--- config.mk ---
export PLATFORM = sky130hd
export DESIGN_NAME = worker_load_balancer_flat
export DESIGN_NICKNAME = d
export VERILOG_FILES = /design/src/wlb_pkg.sv /design/src/wlb_channels.sv /design/src/wlb_ctrl.sv /design/src/wlb_datapath.sv /design/src/worker_load_balancer.sv /design/src/flat_wrapper.sv
export SDC_FILE = /design/constraint.sdc
export NUM_CORES = 1
export LEC_CHECK = 0
export ABC_AREA = 1
export BUFFER_PORTS_ARGS = -buffer_cell sky130_fd_sc_hd__buf_4
export CAP_MARGIN = 15
export CELL_PAD_IN_SITES_DETAIL_PLACEMENT = 0
export CELL_PAD_IN_SITES_GLOBAL_PLACEMENT = 2
export CORE_UTILIZATION = 42
export DETAILED_ROUTE_END_ITERATION = 12
export PLACE_DENSITY_LB_ADDON = 0.1
export SKIP_CTS_REPAIR_TIMING = 1
export SYNTH_ARGS = -nofsm -noshare
export SYNTH_HDL_FRONTEND = slang
export SYNTH_SLANG_ARGS = --single-unit
--- constraint.sdc ---
create_clock -name clk_i -period 3.9 [get_ports clk_i]
set_clock_uncertainty 0.15 [all_clocks]
set_input_delay 0.78 -clock clk_i [delete_from_list [all_inputs] [get_ports clk_i]]
set_output_delay 0.78 -clock clk_i [all_outputs]
set_load 0.01 [all_outputs]
--- src/wlb_pkg.sv ---
// ----------------------------------------------------------------------------
// wlb_pkg
// Shared types, constants and codes for the worker load balancer.
// ----------------------------------------------------------------------------
package wlb_pkg;

  localparam int NUM_WORKERS = 16;
  localparam int IDX_W       = (NUM_WORKERS > 1) ? $clog2(NUM_WORKERS) : 1;
  localparam int CNT_W       = $clog2(NUM_WORKERS + 1);

  localparam int KIND_W   = 2;
  localparam int WORKER_W = 4;
  localparam int STATUS_W = 2;
  localparam int LOAD_W   = 16;
  localparam int POOL_W   = 5;
  localparam int CFG_IDX_W  = 2;
  localparam int CFG_DATA_W = 16;

  typedef logic [IDX_W-1:0]    idx_t;
  typedef logic [CNT_W-1:0]    cnt_t;
  typedef logic [WORKER_W-1:0] worker_t;
  typedef logic [LOAD_W-1:0]   load_t;
  typedef logic [POOL_W-1:0]   pool_t;

  localparam load_t MAX_LOAD      = 16'hFFFF;
  localparam load_t DEFAULT_LIMIT = 16'd1000;
  localparam pool_t DEFAULT_POOL  = 5'd10;

  typedef enum logic [KIND_W-1:0] {
    KIND_ACQUIRE = 2'd0,
    KIND_RELEASE = 2'd1,
    KIND_CLEAR   = 2'd2,
    KIND_UNKNOWN = 2'd3
  } wlb_kind_e;

  typedef enum logic [STATUS_W-1:0] {
    ST_OK      = 2'd0,
    ST_FULL    = 2'd1,
    ST_IGNORED = 2'd2,
    ST_RSVD    = 2'd3
  } wlb_status_e;

  localparam logic [CFG_IDX_W-1:0] REG_MODE  = 2'd0;
  localparam logic [CFG_IDX_W-1:0] REG_POOL  = 2'd1;
  localparam logic [CFG_IDX_W-1:0] REG_LIMIT = 2'd2;

  // controller to datapath
  typedef struct packed {
    logic load_req;
    logic rd_en;
    idx_t scan_idx;
    logic commit;
  } wlb_cmd_t;

  // datapath to controller
  typedef struct packed {
    logic needs_scan;
    idx_t scan_last;
    logic out_busy;
  } wlb_sts_t;

endpackage

--- src/wlb_channels.sv ---
// ----------------------------------------------------------------------------
// wlb channels
// Valid/ready channel interfaces for requests, results and register writes.
// ----------------------------------------------------------------------------
interface wlb_req_if;
  logic                          valid;
  logic                          ready;
  logic [wlb_pkg::KIND_W-1:0]    kind;
  logic [wlb_pkg::WORKER_W-1:0]  worker;
  modport source (output valid, kind, worker, input ready);
  modport sink   (input valid, kind, worker, output ready);
endinterface

interface wlb_rsp_if;
  logic                          valid;
  logic                          ready;
  logic [wlb_pkg::WORKER_W-1:0]  assigned;
  logic [wlb_pkg::STATUS_W-1:0]  status;
  logic                          retired;
  logic [wlb_pkg::LOAD_W-1:0]    load;
  modport source (output valid, assigned, status, retired, load, input ready);
  modport sink   (input valid, assigned, status, retired, load, output ready);
endinterface

interface wlb_cfg_if;
  logic                            valid;
  logic                            ready;
  logic [wlb_pkg::CFG_IDX_W-1:0]   index;
  logic [wlb_pkg::CFG_DATA_W-1:0]  data;
  modport source (output valid, index, data, input ready);
  modport sink   (input valid, index, data, output ready);
endinterface

--- src/wlb_ctrl.sv ---
// ----------------------------------------------------------------------------
// wlb_ctrl
// Sequencer: accepts a request, walks the slot scan if needed, then commits.
// ----------------------------------------------------------------------------
module wlb_ctrl (
  input  logic              clk_i,
  input  logic              rst_ni,
  input  logic              req_valid_i,
  output logic              req_ready_o,
  input  wlb_pkg::wlb_sts_t sts_i,
  output wlb_pkg::wlb_cmd_t cmd_o
);

  localparam logic [1:0] S_IDLE   = 2'd0;
  localparam logic [1:0] S_SCAN   = 2'd1;
  localparam logic [1:0] S_DRAIN  = 2'd2;
  localparam logic [1:0] S_COMMIT = 2'd3;

  logic [1:0]    state_q, state_d;
  wlb_pkg::idx_t scan_q, scan_d;

  always_comb begin
    state_d        = state_q;
    scan_d         = scan_q;
    req_ready_o    = 1'b0;
    cmd_o.load_req = 1'b0;
    cmd_o.rd_en    = 1'b0;
    cmd_o.scan_idx = scan_q;
    cmd_o.commit   = 1'b0;
    unique case (state_q)
      S_IDLE: begin
        req_ready_o = 1'b1;
        if (req_valid_i) begin
          cmd_o.load_req = 1'b1;
          scan_d         = '0;
          state_d        = S_SCAN;
        end
      end
      S_SCAN: begin
        if (!sts_i.needs_scan) begin
          state_d = S_COMMIT;
        end else begin
          cmd_o.rd_en = 1'b1;
          if (scan_q == sts_i.scan_last) begin
            state_d = S_DRAIN;
          end else begin
            scan_d = scan_q + wlb_pkg::idx_t'(1);
          end
        end
      end
      S_DRAIN: begin
        state_d = S_COMMIT;
      end
      S_COMMIT: begin
        // hold until the output register can take the result
        if (!sts_i.out_busy) begin
          cmd_o.commit = 1'b1;
          state_d      = S_IDLE;
        end
      end
      default: begin
        state_d = S_IDLE;
      end
    endcase
  end

  always_ff @(posedge clk_i or negedge rst_ni) begin
    if (!rst_ni) begin
      state_q <= S_IDLE;
      scan_q  <= '0;
    end else begin
      state_q <= state_d;
      scan_q  <= scan_d;
    end
  end

endmodule

--- src/wlb_datapath.sv ---
// ----------------------------------------------------------------------------
// wlb_datapath
// Count memory, live set, config registers, scan evaluation and result register.
// ----------------------------------------------------------------------------
module wlb_datapath (
  input  logic                                 clk_i,
  input  logic                                 rst_ni,
  input  logic [wlb_pkg::KIND_W-1:0]           req_kind_i,
  input  logic [wlb_pkg::WORKER_W-1:0]         req_worker_i,
  input  logic                                 cfg_valid_i,
  input  logic [wlb_pkg::CFG_IDX_W-1:0]        cfg_index_i,
  input  logic [wlb_pkg::CFG_DATA_W-1:0]       cfg_data_i,
  input  logic                                 rsp_ready_i,
  output logic                                 rsp_valid_o,
  output logic [wlb_pkg::WORKER_W-1:0]         rsp_assigned_o,
  output logic [wlb_pkg::STATUS_W-1:0]         rsp_status_o,
  output logic                                 rsp_retired_o,
  output logic [wlb_pkg::LOAD_W-1:0]           rsp_load_o,
  input  wlb_pkg::wlb_cmd_t                    cmd_i,
  output wlb_pkg::wlb_sts_t                    sts_o
);

  // configuration
  logic                 mode_q;
  wlb_pkg::pool_t       pool_q;
  wlb_pkg::load_t       limit_q;

  // request
  wlb_pkg::wlb_kind_e   kind_q;
  wlb_pkg::worker_t     worker_q;

  // count store with per-entry valid bits, live set
  wlb_pkg::load_t                     mem_q [wlb_pkg::NUM_WORKERS];
  logic [wlb_pkg::NUM_WORKERS-1:0]    cnt_vld_q;
  logic [wlb_pkg::NUM_WORKERS-1:0]    live_q;
  wlb_pkg::cnt_t                      live_total_q;

  // read pipe
  wlb_pkg::idx_t        rd_addr;
  wlb_pkg::load_t       rd_data_q;
  logic                 rd_cvld_q;
  logic                 rd_pend_q;
  logic                 rd_first_q;
  wlb_pkg::idx_t        rd_idx_q;

  // scan results
  wlb_pkg::idx_t        best_idx_q;
  wlb_pkg::load_t       best_val_q;
  logic                 hit_q;
  wlb_pkg::idx_t        hit_idx_q;
  wlb_pkg::load_t       hit_val_q;
  logic                 idle_fnd_q;
  wlb_pkg::idx_t        idle_idx_q;

  // result register
  logic                 out_vld_q;
  wlb_pkg::worker_t     out_assigned_q;
  wlb_pkg::wlb_status_e out_status_q;
  logic                 out_retired_q;
  wlb_pkg::load_t       out_load_q;

  wlb_pkg::idx_t        pool_last;
  wlb_pkg::idx_t        worker_idx;
  logic                 worker_in_range;
  logic                 rel_ok;
  wlb_pkg::load_t       lim_eff;
  wlb_pkg::load_t       cur_val;
  logic                 cur_live;

  wlb_pkg::worker_t     res_assigned;
  wlb_pkg::wlb_status_e res_status;
  logic                 res_retired;
  wlb_pkg::load_t       res_load;
  logic                 we;
  wlb_pkg::idx_t        waddr;
  wlb_pkg::load_t       wdata;
  logic                 live_set;
  logic                 live_clr;
  logic                 clr_all;

  always_comb begin
    if (pool_q == '0) begin
      pool_last = '0;
    end else if (32'(pool_q) > 32'(wlb_pkg::NUM_WORKERS)) begin
      pool_last = wlb_pkg::idx_t'(wlb_pkg::NUM_WORKERS - 1);
    end else begin
      pool_last = wlb_pkg::idx_t'(pool_q - wlb_pkg::pool_t'(1));
    end
  end

  assign worker_idx      = wlb_pkg::idx_t'(worker_q);
  assign worker_in_range = 32'(worker_q) < 32'(wlb_pkg::NUM_WORKERS);
  assign rel_ok          = worker_in_range &&
                           (mode_q ? live_q[worker_idx] : (worker_idx <= pool_last));
  assign lim_eff         = (limit_q == '0) ? wlb_pkg::DEFAULT_LIMIT : limit_q;
  assign cur_val         = rd_cvld_q ? rd_data_q : '0;
  assign cur_live        = live_q[rd_idx_q];

  assign rd_addr = (kind_q == wlb_pkg::KIND_RELEASE) ? worker_idx : cmd_i.scan_idx;

  assign sts_o.needs_scan = (kind_q == wlb_pkg::KIND_ACQUIRE) ||
                            (kind_q == wlb_pkg::KIND_RELEASE);
  assign sts_o.scan_last  = (kind_q == wlb_pkg::KIND_RELEASE) ? '0 :
                            (mode_q ? wlb_pkg::idx_t'(wlb_pkg::NUM_WORKERS - 1) : pool_last);
  assign sts_o.out_busy   = out_vld_q && !rsp_ready_i;

  // configuration registers
  always_ff @(posedge clk_i or negedge rst_ni) begin
    if (!rst_ni) begin
      mode_q  <= 1'b0;
      pool_q  <= wlb_pkg::DEFAULT_POOL;
      limit_q <= wlb_pkg::DEFAULT_LIMIT;
    end else if (cfg_valid_i) begin
      unique case (cfg_index_i)
        wlb_pkg::REG_MODE:  mode_q  <= cfg_data_i[0];
        wlb_pkg::REG_POOL:  pool_q  <= cfg_data_i[wlb_pkg::POOL_W-1:0];
        wlb_pkg::REG_LIMIT: limit_q <= cfg_data_i;
        default: ;
      endcase
    end
  end

  always_ff @(posedge clk_i) begin
    if (cmd_i.load_req) begin
      kind_q   <= wlb_pkg::wlb_kind_e'(req_kind_i);
      worker_q <= req_worker_i;
    end
  end

  // count memory, registered read
  always_ff @(posedge clk_i) begin
    if (cmd_i.commit && we) begin
      mem_q[waddr] <= wdata;
    end
    if (cmd_i.rd_en) begin
      rd_data_q <= mem_q[rd_addr];
      rd_cvld_q <= cnt_vld_q[rd_addr];
      rd_idx_q  <= rd_addr;
      rd_first_q <= (cmd_i.scan_idx == '0);
    end
  end

  always_ff @(posedge clk_i or negedge rst_ni) begin
    if (!rst_ni) begin
      rd_pend_q <= 1'b0;
    end else begin
      rd_pend_q <= cmd_i.rd_en;
    end
  end

  // scan evaluation, one entry per cycle
  always_ff @(posedge clk_i or negedge rst_ni) begin
    if (!rst_ni) begin
      hit_q      <= 1'b0;
      idle_fnd_q <= 1'b0;
    end else if (cmd_i.load_req) begin
      hit_q      <= 1'b0;
      idle_fnd_q <= 1'b0;
    end else if (rd_pend_q) begin
      if (!hit_q && cur_live && (cur_val < lim_eff) && (cur_val < wlb_pkg::MAX_LOAD)) begin
        hit_q <= 1'b1;
      end
      if (!idle_fnd_q && !cur_live) begin
        idle_fnd_q <= 1'b1;
      end
    end
  end

  always_ff @(posedge clk_i) begin
    if (rd_pend_q) begin
      if (rd_first_q || (cur_val < best_val_q)) begin
        best_val_q <= cur_val;
        best_idx_q <= rd_idx_q;
      end
      if (!hit_q) begin
        hit_idx_q <= rd_idx_q;
        hit_val_q <= cur_val;
      end
      if (!idle_fnd_q) begin
        idle_idx_q <= rd_idx_q;
      end
    end
  end

  // result and update for the committed request
  always_comb begin
    res_assigned = '0;
    res_status   = wlb_pkg::ST_OK;
    res_retired  = 1'b0;
    res_load     = '0;
    we           = 1'b0;
    waddr        = best_idx_q;
    wdata        = '0;
    live_set     = 1'b0;
    live_clr     = 1'b0;
    clr_all      = 1'b0;
    unique case (kind_q)
      wlb_pkg::KIND_ACQUIRE: begin
        if (!mode_q) begin
          res_assigned = wlb_pkg::worker_t'(best_idx_q);
          if (best_val_q == wlb_pkg::MAX_LOAD) begin
            res_status = wlb_pkg::ST_IGNORED;
            res_load   = wlb_pkg::MAX_LOAD;
          end else begin
            we       = 1'b1;
            wdata    = best_val_q + wlb_pkg::load_t'(1);
            res_load = wdata;
          end
        end else if (hit_q) begin
          res_assigned = wlb_pkg::worker_t'(hit_idx_q);
          we           = 1'b1;
          waddr        = hit_idx_q;
          wdata        = hit_val_q + wlb_pkg::load_t'(1);
          res_load     = wdata;
        end else if (idle_fnd_q) begin
          // bring up the lowest idle slot with a fresh count
          res_assigned = wlb_pkg::worker_t'(idle_idx_q);
          we           = 1'b1;
          waddr        = idle_idx_q;
          wdata        = wlb_pkg::load_t'(1);
          res_load     = wdata;
          live_set     = 1'b1;
        end else begin
          res_status = wlb_pkg::ST_FULL;
        end
      end
      wlb_pkg::KIND_RELEASE: begin
        res_assigned = worker_q;
        waddr        = worker_idx;
        if (!rel_ok || (best_val_q == '0)) begin
          res_status = wlb_pkg::ST_IGNORED;
        end else begin
          we    = 1'b1;
          wdata = best_val_q - wlb_pkg::load_t'(1);
          if (mode_q && (wdata == '0) && (live_total_q > wlb_pkg::cnt_t'(1))) begin
            live_clr    = 1'b1;
            res_retired = 1'b1;
          end else begin
            res_load = wdata;
          end
        end
      end
      wlb_pkg::KIND_CLEAR: begin
        clr_all = 1'b1;
      end
      default: begin
        res_status = wlb_pkg::ST_IGNORED;
      end
    endcase
  end

  always_ff @(posedge clk_i or negedge rst_ni) begin
    if (!rst_ni) begin
      cnt_vld_q    <= '0;
      live_q       <= {{(wlb_pkg::NUM_WORKERS-1){1'b0}}, 1'b1};
      live_total_q <= wlb_pkg::cnt_t'(1);
    end else if (cmd_i.commit) begin
      if (clr_all) begin
        cnt_vld_q <= '0;
      end else if (we) begin
        cnt_vld_q[waddr] <= 1'b1;
      end
      if (live_set) begin
        live_q[idle_idx_q] <= 1'b1;
        live_total_q       <= live_total_q + wlb_pkg::cnt_t'(1);
      end else if (live_clr) begin
        live_q[worker_idx] <= 1'b0;
        live_total_q       <= live_total_q - wlb_pkg::cnt_t'(1);
      end
    end
  end

  // output register
  always_ff @(posedge clk_i or negedge rst_ni) begin
    if (!rst_ni) begin
      out_vld_q <= 1'b0;
    end else if (cmd_i.commit) begin
      out_vld_q <= 1'b1;
    end else if (rsp_ready_i) begin
      out_vld_q <= 1'b0;
    end
  end

  always_ff @(posedge clk_i) begin
    if (cmd_i.commit) begin
      out_assigned_q <= res_assigned;
      out_status_q   <= res_status;
      out_retired_q  <= res_retired;
      out_load_q     <= res_load;
    end
  end

  assign rsp_valid_o    = out_vld_q;
  assign rsp_assigned_o = out_assigned_q;
  assign rsp_status_o   = out_status_q;
  assign rsp_retired_o  = out_retired_q;
  assign rsp_load_o     = out_load_q;

endmodule

--- src/worker_load_balancer.sv ---
// ----------------------------------------------------------------------------
// worker_load_balancer
// Least-loaded / first-fit worker assignment over a table of connection counts.
// ----------------------------------------------------------------------------
// One request is handled at a time. After acceptance the sequencer reads the
// count table one slot per cycle through its single registered read port: an
// acquire scans P slots in least-loaded mode, P being pool_size held to the
// range 1 to NUM_WORKERS, and all NUM_WORKERS slots in first-fit mode; a
// release reads one slot, and clear and unknown requests read none. A finished
// result sits in an output register, so the next request is accepted while it
// waits; that request only stalls at its commit step if the previous result
// has still not been taken.
// Register writes are taken every cycle and must be issued while idle.
module worker_load_balancer (
  input  logic      clk_i,
  input  logic      rst_ni,
  wlb_req_if.sink   req_i,
  wlb_rsp_if.source rsp_o,
  wlb_cfg_if.sink   cfg_i
);

  wlb_pkg::wlb_cmd_t cmd;
  wlb_pkg::wlb_sts_t sts;

  assign cfg_i.ready = 1'b1;

  wlb_ctrl u_ctrl (
    .clk_i       (clk_i),
    .rst_ni      (rst_ni),
    .req_valid_i (req_i.valid),
    .req_ready_o (req_i.ready),
    .sts_i       (sts),
    .cmd_o       (cmd)
  );

  wlb_datapath u_datapath (
    .clk_i          (clk_i),
    .rst_ni         (rst_ni),
    .req_kind_i     (req_i.kind),
    .req_worker_i   (req_i.worker),
    .cfg_valid_i    (cfg_i.valid),
    .cfg_index_i    (cfg_i.index),
    .cfg_data_i     (cfg_i.data),
    .rsp_ready_i    (rsp_o.ready),
    .rsp_valid_o    (rsp_o.valid),
    .rsp_assigned_o (rsp_o.assigned),
    .rsp_status_o   (rsp_o.status),
    .rsp_retired_o  (rsp_o.retired),
    .rsp_load_o     (rsp_o.load),
    .cmd_i          (cmd),
    .sts_o          (sts)
  );

  // a new transaction is never taken on the cycle right after one
  a_busy_after_accept: assert property (@(posedge clk_i) disable iff (!rst_ni)
    (req_i.valid && req_i.ready) |=> !req_i.ready)
    else $error("request accepted twice in a row");

  a_commit_free: assert property (@(posedge clk_i) disable iff (!rst_ni)
    cmd.commit |-> !sts.out_busy)
    else $error("commit while result register occupied");

  a_commit_shows: assert property (@(posedge clk_i) disable iff (!rst_ni)
    cmd.commit |=> rsp_o.valid)
    else $error("committed result not presented");

  a_read_needed: assert property (@(posedge clk_i) disable iff (!rst_ni)
    cmd.rd_en |-> sts.needs_scan)
    else $error("table read for a request that needs no scan");

endmodule
--- src/flat_wrapper.sv ---
// flat-port wrapper written by rule: the top's interface ports become plain ports
module worker_load_balancer_flat 
  (clk_i, rst_ni, req_i_valid, req_i_kind, req_i_worker, req_i_ready, rsp_o_valid, rsp_o_assigned, rsp_o_status, rsp_o_retired, rsp_o_load, rsp_o_ready, cfg_i_valid, cfg_i_index, cfg_i_data, cfg_i_ready);
  wlb_req_if req_i_i ();
  wlb_rsp_if rsp_o_i ();
  wlb_cfg_if cfg_i_i ();
  input  logic clk_i;
  input  logic rst_ni;
  input wire logic [$bits(req_i_i.valid)-1:0] req_i_valid;
  input wire logic [$bits(req_i_i.kind)-1:0] req_i_kind;
  input wire logic [$bits(req_i_i.worker)-1:0] req_i_worker;
  output wire logic [$bits(req_i_i.ready)-1:0] req_i_ready;
  output wire logic [$bits(rsp_o_i.valid)-1:0] rsp_o_valid;
  output wire logic [$bits(rsp_o_i.assigned)-1:0] rsp_o_assigned;
  output wire logic [$bits(rsp_o_i.status)-1:0] rsp_o_status;
  output wire logic [$bits(rsp_o_i.retired)-1:0] rsp_o_retired;
  output wire logic [$bits(rsp_o_i.load)-1:0] rsp_o_load;
  input wire logic [$bits(rsp_o_i.ready)-1:0] rsp_o_ready;
  input wire logic [$bits(cfg_i_i.valid)-1:0] cfg_i_valid;
  input wire logic [$bits(cfg_i_i.index)-1:0] cfg_i_index;
  input wire logic [$bits(cfg_i_i.data)-1:0] cfg_i_data;
  output wire logic [$bits(cfg_i_i.ready)-1:0] cfg_i_ready;
  assign req_i_i.valid = req_i_valid;
  assign req_i_i.kind = req_i_kind;
  assign req_i_i.worker = req_i_worker;
  assign req_i_ready = req_i_i.ready;
  assign rsp_o_valid = rsp_o_i.valid;
  assign rsp_o_assigned = rsp_o_i.assigned;
  assign rsp_o_status = rsp_o_i.status;
  assign rsp_o_retired = rsp_o_i.retired;
  assign rsp_o_load = rsp_o_i.load;
  assign rsp_o_i.ready = rsp_o_ready;
  assign cfg_i_i.valid = cfg_i_valid;
  assign cfg_i_i.index = cfg_i_index;
  assign cfg_i_i.data = cfg_i_data;
  assign cfg_i_ready = cfg_i_i.ready;
  worker_load_balancer u_core (.clk_i(clk_i), .rst_ni(rst_ni), .req_i(req_i_i), .rsp_o(rsp_o_i), .cfg_i(cfg_i_i));
endmodule
Word level (Yosys, flattened, before mapping):

Memories as Yosys holds them, arrays and structs flattened. A register that Yosys moved wholly into a read port is not among the register bits.
Index checks and enable logic that the tools add are counted.

* $add $sub $neg: 7
* mux-type cells: 90
* bitwise logic cells: 6
* equal/unequal tests: 14
* reduce and logical (&&, ||, !) cells: 46
* order comparisons: 14

Operator list (number)
* 16-bit two-way mux: 14
* 16-bit case mux with 2 select lines: 2
* 4-bit two-way mux: 14
* 16-bit logical NOT: 3
* 1-bit two-way mux: 39
* 16-bit by 1-bit adder with 16-bit output (second input constant): 2
* 16-bit < comparator: 2
* 16-bit bitwise OR: 2
* 4-bit by 5-bit < comparator with 1-bit output (second input constant): 5
* 4-bit case mux with 2 select lines: 3
* 2-bit AND reduction: 10
* 16-bit bitwise AND: 1
* 16-bit == test (second input constant): 1
* 16-bit < comparator (second input constant): 1
* 16-bit inverter: 1
* 16-bit by 1-bit subtractor with 16-bit output (second input constant): 1
* 2-bit two-way mux: 7
* 2-bit nonzero test: 7
* 1-bit binary-select mux with 4-bit select: 3
* 1-bit demux with 4-bit select: 3
* 4-bit by 1-bit greater-or-equal comparator with 1-bit output (second input constant): 3
* 1-bit logical AND: 11
* 5-bit two-way mux: 2
* 2-bit == test (second input constant): 4
* 22 further kinds: 36

* RAM bits: 256
* flip-flop bits (word level): 148
* word-level logic and storage cells: 204
* input bits: 29
* memories: 1

Memories
* u_core.u_datapath.mem_q: depth 16, bits a word 16, rd ports 1, clocked after memory_dff 1, wr ports 1, line wlb_datapath.sv:33 `wlb_pkg::load_t mem_q [wlb_pkg::NUM_WORKERS];`

Depth between registers and ports, before layout:

* depth in word-level cells: 12
* depth in mapped cells: 19
* depth with buffers taken out: 18

Modules after synthesis:

A second synthesis with hierarchy kept.

* cells, all modules: 2065
* area total of the unflattened synthesis: 20607.3 sq um

Modules (own cells, without submodules)
* wlb_datapath: times used 1, sequential area each 12129.1 sq um, cells each 1986, area each 20089.3 sq um
* wlb_ctrl: times used 1, sequential area each 150.1 sq um, cells each 77, area each 506.7 sq um
* worker_load_balancer: times used 1, sequential area each 0.0 sq um, cells each 2, area each 11.3 sq um

Worst setup path after synthesis:

Ideal clock, no wire load.

* path type: register to register
* start point: reg u_core.u_datapath.pool_q[1]
* end point: mem u_core.u_datapath.mem_q[10][0] (netlist name), enable pin
* path buffers: 1
* cell stages (with the launch flop): 18
* library setup time: 0.388 ns
* setup slack: 0.273 ns
* data required time: 3.362 ns
* arrival time: 3.088 ns
* period minus slack after synthesis: 3.627 ns
* cells stage by stage: dfstp_2 > inv_1 > ha_1 > nand3_1 > nand2_1 > inv_1 > o21ai_0 > ha_1 > a21oi_1 > o21ai_0 > nand3_1 > o21ai_0 > inv_1 > nand3_2 > nand2_1 > nand2_1 > buf_2 > nor2_1

* word-level cells in the longest chain between the ends: 12
* elaborated cells between the ends (all ways): 14
* classes of those cells: add/sub: 1; order compare: 2; mux: 7; reduce/logical: 4

Ends and longest elaborated chain
* from (decl): line wlb_datapath.sv:25 `wlb_pkg::pool_t pool_q;`
* from (signal assigned): line wlb_datapath.sv:111 `pool_q <= wlb_pkg::DEFAULT_POOL;`
* from (signal assigned): line wlb_datapath.sv:116 `wlb_pkg::REG_POOL: pool_q <= cfg_data_i[wlb_pkg::POOL_W-1:0];`
* 4-bit by 1-bit subtractor with 4-bit output / 5-bit > comparator (equally long branches): line wlb_datapath.sv:87, wlb_datapath.sv:84
* 4-bit two-way mux: line wlb_datapath.sv:84 `end else if (32'(pool_q) > 32'(wlb_pkg::NUM_WORKERS)) begin`
* 4-bit two-way mux (*): line wlb_datapath.sv:82 `if (pool_q == '0) begin`
* 4-bit less-or-equal comparator (*): line wlb_datapath.sv:94 `(mode_q ? live_q[worker_idx] : (worker_idx <= pool_last));`
* 1-bit two-way mux (*): line wlb_datapath.sv:94
* 1-bit logical NOT (*): line wlb_datapath.sv:230 `if (!rel_ok || (best_val_q == '0)) begin`
* 1-bit logical OR (*): line wlb_datapath.sv:230
* 1-bit two-way mux (*): line wlb_datapath.sv:230
* 1-bit case mux with 2 select lines (*): line wlb_datapath.sv:197 `unique case (kind_q)`
* 1-bit logical AND (*): line wlb_datapath.sv:132 `if (cmd_i.commit && we) begin`
* 1-bit two-way mux (*): line wlb_datapath.sv:132
* 1-bit two-way mux (not written as such) (*): line wlb_datapath.sv:133 `mem_q[waddr] <= wdata;`
* to (decl): line wlb_datapath.sv:33

Mark *: on every way between the ends. The rest lies on a longest branch, timed or not.

Worst setup path in the final report:

* start point: reg u_core.u_datapath.pool_q[0]
* end point: mem u_core.u_datapath.mem_q[1][14] (netlist name), enable pin

The elaborated chain is that of the path after synthesis.

==> impl_results.md <==
* Run status: complete, no violations
* Synth Area in Compound Gates at about a tenth
* Peak VDD IR at 0.539 mV
* FF+latch area at 0.0123 mm²
* First drt pass iteration count at 6
* Synthesized cell area at a little over 0.02 mm²
* Clk Latency, worst-skew pair at 0.61 ns
* Register area share after synthesis at 60.0%
* Min cycle time layout at 3.57 ns
* Rel. slew slack at 25.3%
* Area taken by multi-input logic gates at about 0.0071 mm²
* Max_cap viols at 0
* Die W at 223 µm
* CTS H-tree lvls at 2
* DRT iter0 DRCs at 1346
* Reg2reg setup slack at 0.33 ns
* Core box area at 0.0479 mm²
* DP Wirelength at 40.6 mm
* GRT Resource Usage Total at 23.9%
* Max stage delay on crit path at approximately 0.37 ns
* Post-Route WL at 58.8 mm
* Via/cell ratio at 5.38
* Mapped Cells at 1977
* Input/output buffers at 53
* Multiplexer share of the synthesized area at 2.57%
* Tightest Pin Transition at between 1 and 1.5 ns
* Hold_ws at about 0.2 ns
* RD Place Congestion at 0.917
* Hold/Removal Path Class: in2async
* Die area at 0.0496 mm²
* Number of synthesized register bits at 420
* Net Count, Synth at around 2.1k
* Total clock buffers created by CTS at 46
* Power density over cell area at 627 mW/mm²
* WL per Instance at approximately 22 µm
* Post-route DRC at 0
* Final number of setup-violating endpoints at 0
* RR Endpoint: u_core.u_datapath.mem_q[1][14]
* Yosys Warn Count at 0
* Pins Over Slew Limit at 0
* RSZ-0062 raised after global routing: no
* DIE HEIGHT at 223 µm
* P&R area growth vs syn at 13.6%
* Critical path launch point type: flip-flop
* Xor/xnor cell area share of the yosys netlist at ~1.4%
* Largest family of logic cells by synthesized area: simple AND/OR/NAND/NOR gates
* Fillers at 4402
* Final Hold Fails at 0
* Crit share post-route at a little over 90%
* Antenna violations before repair at 1
* Worst setup path class: reg2reg
* Post-synth cell types at 52
* Row cnt at 80
* Max Fanout on Critical Path at 16
* Crit path cell chain: inv_1 > ha_1 > nand3_1 > nand2_1 > inv_1 > o21ai_0 > ha_1 > a21oi_1 > o21ai_0 > nand3_1 > o21ai_0 > inv_1 > nand3_2 > nand2_1 > nand2_1 > buf_4 > nor2_2 > buf_4
* Crit path capture type: flip-flop
* Vias in the first global route at ~14k
* Avg Cell Area, Syn at about 10 µm²
* CP max stage cell: dfrtp_1
* Setup TNS at 0 ns
* Nets at roughly 2.1k
* Simple-Gate Fraction of Synth Area at 17.0%
* CTS tree: yes
* Detailed-route via count at ~15k
* Reg clk slew, reported paths at 0.06 ns
* Layout cell share with drive strength beyond 1 at 13.7%
* Initial Util at 42.7%
* Max Fclk at 0.280 GHz
* Antenna Nets Post-Route at 0
* Critical Path RT at 3.99 ns
* R2R cell count at 18
* Global-route wire length before repair at 88.7 mm
* Remaining global-route overflow at 0
* Critical Path AT at 3.65 ns
* Reg-to-reg startpoint: u_core.u_datapath.pool_q[0]
* Clk buf depth at 3
* Predominant post-synthesis flop cell: edfxtp_1
* IO Pins at between 50 and 60
* Post-synth EDFFs at 351
* Largest net degree at the start of global routing at 143
* LEAKAGE at 9.22 nW
* Clock Sinks at 420
* Ys async rst share at roughly 16%
* Adder-cell area share of the yosys netlist at 2.93%
* Power, Total at 14.6 mW
* Clock root cell: clkbuf_16
layout make-up:
class | instances | share of cell area, %
clock buffer | 57 | 5.12
antenna | 1 | 0.0108
multi-input combinational | 1284 | 30.6
clock inverter | 27 | 1.41
timing repair buffer | 112 | 3.83
sequential | 420 | 52.8
inverter | 184 | 2.98
tap | 615 | 3.31
flip-flops by register name, summed over array words and instances, names as in the netlist, 2 cells and up:
name	count
u_core.u_datapath.mem_q	256
u_core.u_datapath.best_val_q	16
u_core.u_datapath.cnt_vld_q	16
u_core.u_datapath.hit_val_q	16
u_core.u_datapath.limit_q	16
u_core.u_datapath.live_q	16
u_core.u_datapath.rd_data_q	16
u_core.u_datapath.rsp_load_o	16
u_core.u_datapath.live_total_q	5
u_core.u_datapath.pool_q	5
u_core.u_ctrl.scan_q	4
u_core.u_datapath.best_idx_q	4
u_core.u_datapath.hit_idx_q	4
u_core.u_datapath.idle_idx_q	4
u_core.u_datapath.rd_idx_q	4
u_core.u_datapath.rsp_assigned_o	4
u_core.u_datapath.worker_idx	4
u_core.u_ctrl.state_q	2
u_core.u_datapath.kind_q	2
u_core.u_datapath.rsp_status_o	2
synthesized netlist by cell type (all sizes together), types with 9 or more instances:
master  number  share of area (%)
o221ai      52                2.2
o21ai      176                4.4
dfrtp       59                7.2
nor4         9               0.27
buf         49                1.5
nand4       32                1.0
nor2       200                4.1
edfxtp     351                 51
ha          48                2.9
xor2        26                1.1
nor3        14               0.37
dfstp       10                1.3
nand3      123                3.2
a21oi       68                1.7
o211ai      21               0.77
clkbuf      40               0.74
or2         23               0.70
inv        184                3.4
mux2i       47                2.3
o22ai       21               0.64
nand2      385                7.2
layer usage:
metal / part of all wire, % / vias to the layer above / GRT usage (%)
li1: - / 7082 / -
met1: 45 / 6987 / 33.1
met2: 48 / 380 / 39.4
met3: 4.9 / 88 / 2.98
met4: 2.5 / 0 / 7.25
met5: 0 / - / 0
kinds of logic after synthesis:
logic type	Yosys count
and+or+nand+nor	790
other	1
muxes	52
DFF	420
buffers and inverters	273
xor gates and xnor gates	33
adders and majority gates	48
AOI/OAI and AO/OA	360
metrics by stage:
stage               utilization [%]  setup WS [ns]  area (µm²)  instances
global route                   48.5         0.0229       23300       2699
global placement               45.4          0.353       21700       2615
floorplan                         -          0.273       20500       1977
detailed placement             45.4          0.310       21700       2615
CTS                            48.5          0.306       23300       2699
finish                         48.5          0.333       23300       2700
critical path, delay by kind of cell, from the launching register on:
| family | cells | cell delay, ns |
|---|---|---|
| AO/OA/AOI/OAI | 4 | 0.60 |
| adder cells (fa/ha/maj) | 2 | 0.52 |
| buffers and inverters | 5 | 0.81 |
| flip-flops | 1 | 0.37 |
| AND/OR/NAND/NOR | 7 | 0.78 |
report_power, final:
part / internal [mW] / switching [mW] / total (mW)
clock: 2.53 / 1.86 / 4.38
sequential: 5.67 / 0.419 / 6.09
combinational: 1.31 / 2.82 / 4.13
placed cells by master (no fill, tap or decap), types with 4 or more instances in the layout:
cell type  netlist  layout
nand2_1        378     378
edfxtp_1       351     351
inv_1          169     169
nor2_1         183     166
o21ai_0        163     163
nand3_1        118     118
buf_4            7     108
a21oi_1         65      64
dfrtp_1         59      59
o221ai_1        52      52
ha_1            48      48
mux2i_1         47      47
clkbuf_16        0      46
nand4_1         30      30
xor2_1          26      26
nor2_2           8      25
or2_2           23      23
o22ai_1         21      21
o211ai_1        21      21
inv_2           15      13
nor3_1          13      13
clkbuf_1        39      11
clkinv_1         0      10
dfstp_2         10      10
nor4_1           9       9
o21ai_1          9       9
clkinv_2         0       9
nor2_4           8       8
xnor2_1          7       7
o31ai_1          8       7
nand2_2          5       5
o21bai_1         5       5
mux2_2           5       5
bufinv_16        0       5
nand3_2          4       4
a21oi_2          3       4
buf_12           0       4
how the worst max path moves through the flow:
stage,from,end,slack [ns],cells after the start
after global placement,u_core.u_datapath.pool_q[1],u_core.u_datapath.live_total_q[4],0.35,18
final,u_core.u_datapath.pool_q[0],u_core.u_datapath.mem_q[1][14],0.33,18
after detailed placement,u_core.u_datapath.pool_q[1],u_core.u_datapath.live_q[8],0.31,18
after floorplan,u_core.u_datapath.pool_q[1],u_core.u_datapath.mem_q[10][0],0.27,17
after global routing,u_core.u_datapath.pool_q[0],u_core.u_datapath.live_q[15],0.02,18
after CTS,u_core.u_datapath.pool_q[0],u_core.u_datapath.live_q[15],0.31,18
Note: power is estimated with default switching activity, not from simulation.
